File: src/hw/rtl/scps_pkg.sv
// Shared types and constants for the servo CAN poll sequencer.
package scps_pkg;

  localparam logic [10:0] TX_BASE  = 11'h640;
  localparam logic [10:0] RX_BASE  = 11'h5C0;
  localparam logic [7:0]  ACK_BYTE = 8'h3E;

  // Held mode after reset; writes to the none-mode register index are not stored.
  localparam logic [7:0]  NONE_MODE_RESET = 8'd0;

  // Configuration register indexes
  localparam logic [2:0] CFG_NODE_ID       = 3'd0;
  localparam logic [2:0] CFG_ACCEPT_SETPTS = 3'd1;
  localparam logic [2:0] CFG_NONE_MODE     = 3'd2;
  localparam logic [2:0] CFG_TORQUE_MODE   = 3'd3;
  localparam logic [2:0] CFG_SPEED_MODE    = 3'd4;
  localparam logic [2:0] CFG_POSITION_MODE = 3'd5;

  // Sequencer state codes
  localparam logic [3:0] ST_OFF       = 4'd0;
  localparam logic [3:0] ST_SEND_EN   = 4'd1;
  localparam logic [3:0] ST_SEND_MODE = 4'd2;
  localparam logic [3:0] ST_SEND_TGT  = 4'd3;
  localparam logic [3:0] ST_WAIT_ACK  = 4'd4;
  localparam logic [3:0] ST_SPD_REQ   = 4'd5;
  localparam logic [3:0] ST_SPD_RSP   = 4'd6;
  localparam logic [3:0] ST_POS_REQ   = 4'd7;
  localparam logic [3:0] ST_POS_RSP   = 4'd8;
  localparam logic [3:0] ST_CUR_REQ   = 4'd9;
  localparam logic [3:0] ST_CUR_RSP   = 4'd10;
  localparam logic [3:0] ST_TRQ_REQ   = 4'd11;
  localparam logic [3:0] ST_TRQ_RSP   = 4'd12;
  localparam logic [3:0] ST_ERROR     = 4'd13;

  // Fixed poll request payloads, byte 0 in the low bits
  localparam logic [47:0] REQ_SPEED   = 48'h0000_0100_0500;
  localparam logic [47:0] REQ_POS     = 48'h0000_0000_0200;
  localparam logic [47:0] REQ_CURRENT = 48'h0000_0000_0800;
  localparam logic [47:0] REQ_TORQUE  = 48'h0000_0000_1901;

  typedef struct packed {
    logic [3:0]        seq;
    logic [3:0]        after_ack;
    logic              held_enable;
    logic [7:0]        held_mode;
    logic [31:0]       held_target;
    logic              sent_enable;
    logic [7:0]        sent_mode;
    logic              frame_pending;
    logic [3:0]        pending_len;
    logic [63:0]       pending_bytes;
    logic [3:0][31:0]  readings;
    logic [3:0][15:0]  fails;
  } ctx_t;

  typedef struct packed {
    logic        cmd;
    logic        run;
    logic        enable_request;
    logic [7:0]  mode_request;
    logic [31:0] target_value;
    logic [10:0] rx_id;
    logic [3:0]  rx_len;
    logic [63:0] rx_bytes;
  } item_t;

  typedef struct packed {
    logic [6:0] node_id;
    logic       accept_setpoints;
    logic [7:0] torque_mode_code;
    logic [7:0] speed_mode_code;
  } cfg_t;

  typedef struct packed {
    logic        valid;
    logic [10:0] id;
    logic [2:0]  len;
    logic [47:0] bytes;
  } tx_t;

endpackage

File: src/hw/rtl/servo_can_poll_sequencer_top.sv
// Top level of the servo CAN poll sequencer.
//
//  port group | dir | handshake          | content
//  in_*       | in  | in_valid/in_stall   | tick or received frame word
//  out_*      | out | out_valid/out_stall | sent frame, state, readings, counts
//  cfg_*      | in  | cfg_we              | register index and write data
//
// One word per cycle sustained while out_stall stays low: the step logic is a single
// pass from the input register into the context and output registers; a taken
// input word waits in the input register until its result word is loaded.
// in_stall rises only when the input register is full and a result waits on a
// stalled output.
// Synchronous active-low reset clears context and both valid flags and loads config defaults.
// Configuration is taken at any cycle with cfg_we high; no read-back.
module servo_can_poll_sequencer_top (
  input  logic               clk,
  input  logic               rst_n,
  input  logic               cfg_we,
  input  logic [2:0]         cfg_index,
  input  logic [7:0]         cfg_wdata,
  input  logic               in_valid,
  output logic               in_stall,
  input  logic               in_cmd,
  input  logic               in_run,
  input  logic               in_enable_request,
  input  logic [7:0]         in_mode_request,
  input  logic signed [31:0] in_target_value,
  input  logic [10:0]        in_rx_id,
  input  logic [3:0]         in_rx_len,
  input  logic [63:0]        in_rx_bytes,
  output logic               out_valid,
  input  logic               out_stall,
  output logic               out_tx_valid,
  output logic [10:0]        out_tx_id,
  output logic [2:0]         out_tx_len,
  output logic [47:0]        out_tx_bytes,
  output logic [3:0]         out_seq_state,
  output logic signed [31:0] out_speed_val,
  output logic signed [31:0] out_angle_val,
  output logic signed [31:0] out_current_val,
  output logic signed [31:0] out_torque_val,
  output logic [63:0]        out_read_error_counts
);

  scps_pkg::cfg_t  cfg_r;
  scps_pkg::ctx_t  ctx_r;
  scps_pkg::ctx_t  ctx_nxt;
  scps_pkg::item_t item_r;
  scps_pkg::tx_t   tx_nxt;
  scps_pkg::tx_t   tx_r;
  logic            in_valid_r;
  logic            out_valid_r;
  logic            in_acc;
  logic            adv;

  // the context only moves when a result is loaded, so it always matches
  // the word in the output register
  assign adv      = in_valid_r && !(out_valid_r && out_stall);
  assign in_stall = in_valid_r && !adv;
  assign in_acc   = in_valid && !in_stall;

  always_ff @(posedge clk) begin
    if (!rst_n) begin
      cfg_r.node_id          <= 7'd10;
      cfg_r.accept_setpoints <= 1'b1;
      cfg_r.torque_mode_code <= 8'd1;
      cfg_r.speed_mode_code  <= 8'd2;
    end else if (cfg_we) begin
      case (cfg_index)
        scps_pkg::CFG_NODE_ID:       cfg_r.node_id          <= cfg_wdata[6:0];
        scps_pkg::CFG_ACCEPT_SETPTS: cfg_r.accept_setpoints <= cfg_wdata[0];
        scps_pkg::CFG_TORQUE_MODE:   cfg_r.torque_mode_code <= cfg_wdata;
        scps_pkg::CFG_SPEED_MODE:    cfg_r.speed_mode_code  <= cfg_wdata;
        // none and position codes only name modes that send no target
        scps_pkg::CFG_NONE_MODE, scps_pkg::CFG_POSITION_MODE: begin
        end
        default: begin
        end
      endcase
    end
  end

  always_ff @(posedge clk) begin
    if (in_acc) begin
      item_r.cmd            <= in_cmd;
      item_r.run            <= in_run;
      item_r.enable_request <= in_enable_request;
      item_r.mode_request   <= in_mode_request;
      item_r.target_value   <= in_target_value;
      item_r.rx_id          <= in_rx_id;
      item_r.rx_len         <= in_rx_len;
      item_r.rx_bytes       <= in_rx_bytes;
    end
    if (adv) tx_r <= tx_nxt;
  end

  always_ff @(posedge clk) begin
    if (!rst_n) begin
      in_valid_r  <= 1'b0;
      out_valid_r <= 1'b0;
      ctx_r       <= '{seq: scps_pkg::ST_OFF, held_mode: scps_pkg::NONE_MODE_RESET,
                       default: '0};
    end else begin
      if (in_acc) begin
        in_valid_r <= 1'b1;
      end else if (adv) begin
        in_valid_r <= 1'b0;
      end
      if (adv) begin
        out_valid_r <= 1'b1;
        ctx_r       <= ctx_nxt;
      end else if (!out_stall) begin
        out_valid_r <= 1'b0;
      end
    end
  end

  scps_step u_step (
    .ctx_cur (ctx_r),
    .item    (item_r),
    .cfg     (cfg_r),
    .ctx_nxt (ctx_nxt),
    .tx      (tx_nxt)
  );

  assign out_valid             = out_valid_r;
  assign out_tx_valid          = tx_r.valid;
  assign out_tx_id             = tx_r.id;
  assign out_tx_len            = tx_r.len;
  assign out_tx_bytes          = tx_r.bytes;
  assign out_seq_state         = ctx_r.seq;
  assign out_speed_val         = $signed(ctx_r.readings[0]);
  assign out_angle_val         = $signed(ctx_r.readings[1]);
  assign out_current_val       = $signed(ctx_r.readings[2]);
  assign out_torque_val        = $signed(ctx_r.readings[3]);
  assign out_read_error_counts = ctx_r.fails;

endmodule

File: src/hw/rtl/scps_step.sv
// One sequencer step: next context and command frame for one word.
module scps_step (
  input  scps_pkg::ctx_t  ctx_cur,
  input  scps_pkg::item_t item,
  input  scps_pkg::cfg_t  cfg,
  output scps_pkg::ctx_t  ctx_nxt,
  output scps_pkg::tx_t   tx
);

  logic [10:0] rx_match_id;
  logic [63:0] keep_mask;
  logic [1:0]  q;
  logic        reply_ok;
  logic [31:0] reply_val;
  logic [3:0]  ok_state;

  assign rx_match_id = scps_pkg::RX_BASE + {4'd0, cfg.node_id};

  // bytes at or above the length code are dropped; DLC 8..15 keeps all
  always_comb begin
    for (int i = 0; i < 8; i++) begin
      keep_mask[i*8 +: 8] = (item.rx_len > 4'(i)) ? 8'hFF : 8'h00;
    end
  end

  assign q         = 2'((ctx_cur.seq - scps_pkg::ST_SPD_RSP) >> 1);
  assign reply_ok  = (ctx_cur.pending_len == 4'd5) &&
                     (ctx_cur.pending_bytes[39:32] == scps_pkg::ACK_BYTE);
  assign reply_val = {ctx_cur.pending_bytes[7:0], ctx_cur.pending_bytes[15:8],
                      ctx_cur.pending_bytes[23:16], ctx_cur.pending_bytes[31:24]};
  assign ok_state  = (ctx_cur.seq == scps_pkg::ST_TRQ_RSP) ? scps_pkg::ST_SEND_EN
                                                           : ctx_cur.seq + 4'd1;

  always_comb begin
    ctx_nxt = ctx_cur;
    tx      = '0;
    if (item.cmd) begin
      ctx_nxt.pending_bytes = '0;
      if (item.rx_id == rx_match_id) begin
        ctx_nxt.pending_len   = item.rx_len;
        ctx_nxt.pending_bytes = item.rx_bytes & keep_mask;
        ctx_nxt.frame_pending = 1'b1;
      end
    end else begin
      if (cfg.accept_setpoints) begin
        ctx_nxt.held_enable = item.enable_request;
        ctx_nxt.held_mode   = item.mode_request;
        ctx_nxt.held_target = item.target_value;
      end
      case (ctx_cur.seq)
        scps_pkg::ST_OFF: begin
          if (item.run) ctx_nxt.seq = scps_pkg::ST_SEND_EN;
        end
        scps_pkg::ST_SEND_EN: begin
          if (!item.run) begin
            ctx_nxt.held_enable = 1'b0;
            ctx_nxt.held_target = '0;
          end
          if (ctx_nxt.held_enable != ctx_cur.sent_enable) begin
            tx.valid  = 1'b1;
            tx.len    = 3'd6;
            tx.bytes  = {7'd0, ctx_nxt.held_enable, 24'd0, 8'h00, 8'h01};
            ctx_nxt.after_ack   = scps_pkg::ST_SEND_MODE;
            ctx_nxt.seq         = scps_pkg::ST_WAIT_ACK;
            ctx_nxt.sent_enable = ctx_nxt.held_enable;
          end else begin
            ctx_nxt.seq = scps_pkg::ST_SEND_MODE;
          end
        end
        scps_pkg::ST_SEND_MODE: begin
          if (ctx_nxt.held_mode != ctx_cur.sent_mode) begin
            tx.valid  = 1'b1;
            tx.len    = 3'd6;
            tx.bytes  = {ctx_nxt.held_mode, 24'd0, 8'h4E, 8'h00};
            ctx_nxt.after_ack = scps_pkg::ST_SEND_TGT;
            ctx_nxt.seq       = scps_pkg::ST_WAIT_ACK;
            ctx_nxt.sent_mode = ctx_nxt.held_mode;
          end else begin
            ctx_nxt.seq = scps_pkg::ST_SEND_TGT;
          end
        end
        scps_pkg::ST_SEND_TGT: begin
          // any other mode parks here without sending
          if (ctx_nxt.held_mode == cfg.torque_mode_code ||
              ctx_nxt.held_mode == cfg.speed_mode_code) begin
            tx.valid  = 1'b1;
            tx.len    = 3'd6;
            tx.bytes  = {ctx_nxt.held_target[7:0], ctx_nxt.held_target[15:8],
                         ctx_nxt.held_target[23:16], ctx_nxt.held_target[31:24],
                         8'hFE, 8'h01};
            ctx_nxt.after_ack = scps_pkg::ST_SPD_REQ;
            ctx_nxt.seq       = scps_pkg::ST_WAIT_ACK;
          end
        end
        scps_pkg::ST_WAIT_ACK: begin
          if (ctx_cur.frame_pending) begin
            ctx_nxt.frame_pending = 1'b0;
            if (ctx_cur.pending_len == 4'd1 &&
                ctx_cur.pending_bytes[7:0] == scps_pkg::ACK_BYTE) begin
              ctx_nxt.seq = ctx_cur.after_ack;
            end else begin
              ctx_nxt.seq = scps_pkg::ST_ERROR;
            end
          end
        end
        scps_pkg::ST_SPD_REQ: begin
          tx.valid    = 1'b1;
          tx.len      = 3'd4;
          tx.bytes    = scps_pkg::REQ_SPEED;
          ctx_nxt.seq = scps_pkg::ST_SPD_RSP;
        end
        scps_pkg::ST_POS_REQ: begin
          tx.valid    = 1'b1;
          tx.len      = 3'd2;
          tx.bytes    = scps_pkg::REQ_POS;
          ctx_nxt.seq = scps_pkg::ST_POS_RSP;
        end
        scps_pkg::ST_CUR_REQ: begin
          tx.valid    = 1'b1;
          tx.len      = 3'd2;
          tx.bytes    = scps_pkg::REQ_CURRENT;
          ctx_nxt.seq = scps_pkg::ST_CUR_RSP;
        end
        scps_pkg::ST_TRQ_REQ: begin
          tx.valid    = 1'b1;
          tx.len      = 3'd2;
          tx.bytes    = scps_pkg::REQ_TORQUE;
          ctx_nxt.seq = scps_pkg::ST_TRQ_RSP;
        end
        scps_pkg::ST_SPD_RSP, scps_pkg::ST_POS_RSP,
        scps_pkg::ST_CUR_RSP, scps_pkg::ST_TRQ_RSP: begin
          if (ctx_cur.frame_pending) begin
            ctx_nxt.frame_pending = 1'b0;
            if (reply_ok) begin
              ctx_nxt.readings[q] = reply_val;
              ctx_nxt.seq         = ok_state;
            end else begin
              ctx_nxt.fails[q] = ctx_cur.fails[q] + 16'd1;
              ctx_nxt.seq      = ctx_cur.seq - 4'd1;
            end
          end
        end
        default: begin
          // error and unused codes hold
        end
      endcase
    end
    if (tx.valid) tx.id = scps_pkg::TX_BASE + {4'd0, cfg.node_id};
  end

endmodule

File: config.mk
export PLATFORM = sky130hd
export DESIGN_NAME = servo_can_poll_sequencer_top
export DESIGN_NICKNAME = d
export VERILOG_FILES = /design/src/hw/rtl/scps_pkg.sv /design/src/hw/rtl/servo_can_poll_sequencer_top.sv /design/src/hw/rtl/scps_step.sv
export SDC_FILE = /design/constraint.sdc
export NUM_CORES = 1
export LEC_CHECK = 0
export BUFFER_PORTS_ARGS = -buffer_cell sky130_fd_sc_hd__clkbuf_2
export CAP_MARGIN = 25
export CORE_AREA = 2 2 143 285
export DETAILED_ROUTE_END_ITERATION = 7
export DIE_AREA = 0 0 145 287
export HOLD_SLACK_MARGIN = 0.03
export PLACE_DENSITY = 0.76
export SKIP_LAST_GASP = 1
export SLEW_MARGIN = 20
export SYNTH_ARGS = -nofsm -noshare
export SYNTH_HDL_FRONTEND = slang
export SYNTH_SLANG_ARGS = --single-unit
File: constraint.sdc
create_clock -name clk -period 6.8 [get_ports clk]
set_clock_uncertainty 0.2 [all_clocks]
set_input_delay 1.36 -clock clk [delete_from_list [all_inputs] [get_ports clk]]
set_output_delay 1.36 -clock clk [all_outputs]
set_load 0.005 [all_outputs]
* Yosys cells after proc, flatten, opt, wreduce, memory -nomap -nowiden
Index checks and enable logic that the tools add are counted.
** Word-level totals
- Logic and storage cells :: 175
- Bits of input ports :: 138
- Register bits :: 506
- Output and inout port bits :: 261
** Operators by class
- Bitwise gates (word level) :: 3
- Eq/ne operators :: 32
- Order comparisons :: 10
- Mux-type cells :: 54
- Reduce and logical (&&, ||, !) cells :: 34
- Add/sub/neg operators :: 6
** Operator list (count)
- $pmux 51 s7 :: 1
- $mux 51 :: 3
- $bwmux 128 :: 1
- $mux 41 :: 2
- $mux 8 :: 9
- $mux 69 :: 1
- $and 64x64->64 :: 1
- $bwmux 64 :: 1
- $demux 32 s2 :: 1
- $mux 32 :: 2
- $pmux 4 s10 :: 1
- $mux 33 :: 1
- $bmux 16 s2 :: 1
- $demux 16 s2 :: 1
- $mux 16 :: 2
- $mux 4 :: 8
- $eq 4x3->1 const B :: 5
- $eq 4x4->1 const B :: 5
- $add 16x1->16 const B :: 1
- $eq 8x6->1 const B :: 2
- $eq 8x8->1 :: 2
- $gt 4x3->1 const B :: 4
- $mux 1 :: 15
- $pmux 4 s3 :: 1
- other kinds (38) :: 68

* Longest topological paths before layout
- Word-level depth :: 9
- Mapped depth :: 13
- Mapped depth without buffers :: 9

* Cells and area by module
Synthesis repeated with hierarchy kept, for this count alone.
** Unflattened totals
- Cell total of the unflattened synthesis :: 2706
- Area, all modules :: 27676.5 um^2
** Modules (own cells, without submodules)
- servo_can_poll_sequencer_top :: instances 1, seq. area each 12462.0 um^2, cells an instance 1866, area each 21050.2 um^2
- scps_step :: instances 1, seq. area each 0.0 um^2, cells an instance 840, area each 6626.4 um^2

* Worst setup path before layout
No wires, ideal clock.
- Path type :: input to register
- Start :: input port out_stall
- End :: register item_r[0] in the netlist's numbering (enable)
- Data arrival time :: 5.922 ns
- Setup time :: 0.567 ns
- Stages on the path :: 2
- Buffers on the path :: 0
- Path slack :: 0.111 ns
- Path through :: and3_1 -> nor2b_1
** Between the ends
- Word-level cells in the longest chain between the ends :: 7
** RTL lines
- start: declaration :: RTL line servo_can_poll_sequencer_top.sv:32 : input logic out_stall,
- $logic_and 1x1->1 :: RTL line servo_can_poll_sequencer_top.sv:58 : assign adv = in_valid_r && !(out_valid_r && out_stall);
- $logic_not 1->1 :: RTL line servo_can_poll_sequencer_top.sv:58
- $logic_and 1x1->1 :: RTL line servo_can_poll_sequencer_top.sv:58
- $logic_not 1->1 :: RTL line servo_can_poll_sequencer_top.sv:59 : assign in_stall = in_valid_r && !adv;
- $logic_and 1x1->1 :: RTL line servo_can_poll_sequencer_top.sv:59
- $logic_not 1->1 :: RTL line servo_can_poll_sequencer_top.sv:60 : assign in_acc = in_valid && !in_stall;
- $logic_and 1x1->1 :: RTL line servo_can_poll_sequencer_top.sv:60
- named net in_acc :: RTL line servo_can_poll_sequencer_top.sv:53 : logic in_acc;
- end: declaration :: RTL line servo_can_poll_sequencer_top.sv:48 : scps_pkg::item_t item_r;
The timed path passes the listed nets, and every way through them passes these cells.
A chain may end at the register's enable or synchronous reset.

==> flow_summary_export.csv <==
group,metric,value,unit
timing,setup_viol_count_final,0,
final_layout,filler_cell_count,3344,
yosys,synth_area,19530,µm²
die,die_h,287,µm
drt,finalWirelength,49710,µm
setup_path,critPathRequiredTime,6.85,ns
setup_path,worst_reg_to_reg_setup_slack,2.59,ns
yosys,syn-mean-instance-area,10.02,µm²
final_layout,layout_commonest_cell,"sky130_fd_sc_hd__clkbuf_2",
cts,buffer_levels_on_the_longest_clock_path,3,
flow_run,max_capacitance_violation_total,0,
yosys,synth_seq_cells,470,
setup_path,kind_of_end_point_of_the_critical_path,"flop",
cts,cts_setup_buffers,0,
timing,final_min_period_over_clock_period,0.6185,
setup_path,worst-r2r-cell-count,8,
die,i_o_pin_total,399,
final_layout,final_cell_mix,"sky130_fd_sc_hd__clkbuf_2 (365), sky130_fd_sc_hd__nand2_1 (347), sky130_fd_sc_hd__dfxtp_1 (318), sky130_fd_sc_hd__a21oi_1 (205), sky130_fd_sc_hd__nor2_1 (158)",
pwr,cellPowerDensity,254.0,nW/µm²
timing,drv_slew,0,
placed_design,place_hpwl,35060,µm
global_route,grt_overflow_total,0,
timing,worstMarginPinSlew,0.8879,ns
cts,clk_transition_reported_paths,0.07,ns
yosys,synth_area_leaders,"sky130_fd_sc_hd__dfxtp_1 (33%), sky130_fd_sc_hd__edfxtp_1 (23%), sky130_fd_sc_hd__buf_4 (8.0%)",
cts,cts_repair_resize_count,0,
yosys,netlist_instances,1948,
cts,tritoncts_clock_tree,"done",
drt,vias_per_std_cell,5.420,
die,design.die.area,41620,µm²
drt,drtAntennaViolNets,0,
yosys,yosysTopAreaCell,"sky130_fd_sc_hd__dfxtp_1",
timing,timing.fmax,237.8,MHz
min_path,timing.hold.worst_path_depth,2,
global_route,antenna_found_initial,3,
placed_design,gp_congestion,0.8477,
cts,cts_num_sinks,470,
yosys,synth_async_sr_flop_share,0,
min_path,worst_hold_path_type,"flop to flop",
yosys,ys_dominant_reg_cell,"sky130_fd_sc_hd__dfxtp_1",
setup_path,rr_endpoint,"out_tx_valid$_DFFE_PP_",
setup_path,critical_path.reg2reg.startpoint,"cfg_r[16]$_SDFFE_PN1P_",
pwr,leakage,8.326,nW
cts,cts_root_buffer,"sky130_fd_sc_hd__clkbuf_16",
drt,dr.pass1.iters,5,
yosys,area_fraction_of_the_dominant_cell_type_after_synthesis,0.3281,
timing,finalHoldViolCount,0,
global_route,grt_start_max_net_pins,162,
global_route,wire_length_of_the_first_global_routing_pass,76170,µm
drt,route.vias.total,14217,
yosys,synth.yosys.seq_area_share,0.5588,
die,floorplan.die.width,145,µm
timing,period_minus_slack,4.206,ns
die,start_util,0.4968,
yosys,yosys.cell_types.count,59,
drt,wl_per_cell,18.95,µm
final_layout,final_cells,2623,
timing,relative_slew_slack,0.4060,
cts,cts_buffers,40,
timing,fin_hold_ws,0.2551,ns
placed_design,place.port_buffers,365,
setup_path,worst-path-max-fanout,42,
cts,count_of_hold_fix_buffers_inserted_at_cts,0,
timing,setup-tns-final,0,ns
setup_path,worstSetupStartpointType,"flop",
cts,insertion_delay,0.55,ns
placed_design,numPlacedInstances,2548,
drt,drt_iter0_markers,744,
setup_path,critPathKind,"flop to flop",
min_path,hp-start,"out_speed_val[2]$_SDFFE_PN0P_",
global_route,grt.total_usage,0.2300,
yosys,synth_enable_flop_cells,150,
global_route,grt_pass1_vias,14198,
min_path,hold-path-endpoint,"out_speed_val[2]$_SDFFE_PN0P_",
setup_path,cp_data_arrival_time,4.26,ns
final_layout,post_route_cells_drive_above_1_share,0.2470,
die,rows,103,
drt,drc_errors,0,
final_layout,flow.area_growth_from_synthesis,10.47,%
cts,htree_levels,2,
die,core_area,39310,µm²
yosys,synthesis.yosys.warnings,0,
status,run_status,"finished clean",
final_layout,nets,2215,
pwr,peakVddDrop,0.2699,mV
timing,rsz0062_at_grt,"false",
## cells in the mapped netlist (all sizes together), types with 2 or more instances
cell type / n
nand4: 4
a31o: 2
o22ai: 9
nand2: 348
clkbuf: 98
nand3: 21
nor3: 8
a31oi: 2
o211ai: 4
and3: 7
nor2b: 15
o311ai: 3
nor4: 8
nand2b: 2
dfxtp: 320
a22oi: 41
o21a: 6
xnor2: 31
ha: 12
a21oi: 205
buf: 223
inv: 16
nor2: 181
or3: 5
edfxtp: 150
a211oi: 39
mux2i: 49
nand4b: 3
xor2: 14
o21ai: 52
a32oi: 34
nor3b: 2
and2: 5
mux4: 16
## kinds of logic (layout without fill, tap and decap cells)
group                    after synthesis  in the layout  synth area share
AO/OA/AOI/OAI                        405            405            0.1258
XOR/XNOR                              45             45           0.02018
adder cells (fa/ha/maj)               12             12          0.007689
buffers and inverters                337            478            0.1073
flip-flops                           470            470            0.5588
multiplexers                          65             65           0.04646
other                                  1             10         0.0001920
AND/OR/NAND/NOR                      613            613            0.1335
## stage by stage
stage	util	instance area (µm²)	setup slack [ns]	power [W]
2_1_floorplan	-	19560	0.1107	0.003172
3_3_place_gp	0.5151	20250	2.277	0.003247
3_5_place_dp	0.5151	20250	2.186	0.003253
4_1_cts	0.5487	21570	2.564	0.005532
5_1_grt	0.5488	21570	2.384	0.005653
6_report	0.5488	21570	2.594	0.005479
## worst max-delay path: stages (launching register included)
cell	delay [ns]
sky130_fd_sc_hd__dfxtp_4	0.72
sky130_fd_sc_hd__buf_4	0.57
sky130_fd_sc_hd__mux2i_2	0.56
sky130_fd_sc_hd__xnor2_1	0.15
sky130_fd_sc_hd__nor4_2	0.41
sky130_fd_sc_hd__a21oi_1	0.26
sky130_fd_sc_hd__o21a_1	0.28
sky130_fd_sc_hd__nor3b_2	0.56
sky130_fd_sc_hd__inv_1	0.16
## worst max-delay path by stage
stage | end | cells after the start | start
4_1_cts | out_tx_valid$_DFFE_PP_ | 8 | cfg_r[16]$_SDFFE_PN1P_
3_3_place_gp | ctx_r[197]$_SDFFE_PN0P_ | 7 | out_stall
6_report | out_tx_valid$_DFFE_PP_ | 8 | cfg_r[16]$_SDFFE_PN1P_
2_1_floorplan | item_r[0]$_DFFE_PP_ | 2 | out_stall
5_1_grt | out_read_error_counts[44]$_SDFFE_PN0P_ | 9 | out_seq_state[1]$_SDFFE_PN0P_
3_5_place_dp | ctx_r[201]$_SDFFE_PN0P_ | 7 | out_stall
## final cells by class
type                       instances  area [µm²]  share of cell area
sequential                       470       10920              0.5060
multi-input combinational       1149        6609              0.3064
timing repair buffer             388        1999             0.09269
clock buffer                      61        1234             0.05719
tap                              525       656.9             0.03045
clock inverter                    13       86.33            0.004002
inverter                          16       67.56            0.003132
antenna                            1       2.502           0.0001160
## routing by layer
layer,vias to the layer above,GRT usage,routed length [µm]
met5,-,0,30
met4,4,0.1418,3209
met3,166,0.03714,2692
met2,529,0.4368,26760
met1,6779,0.2332,17020
li1,6739,-,-
## where the power goes
group / switching [W] / total (W) / leakage (nW) / internal (W)
Clock: 0.00102 / 0.00229 / 0.658 / 0.00126
Sequential: 0.0000315 / 0.00299 / 4.04 / 0.00295
Combinational: 0.000129 / 0.000204 / 3.62 / 0.0000749
## flip-flops by register name (all words and copies together), names as in the netlist, 9 cells and up
signal                 flops
ctx_r                     98
item_r                    98
out_tx_id                  9
out_torque_val            32
cfg_r                     24
out_current_val           32
out_tx_bytes              40
out_read_error_counts     64
out_speed_val             32
out_angle_val             32
(Power assumes the default switching activity.)
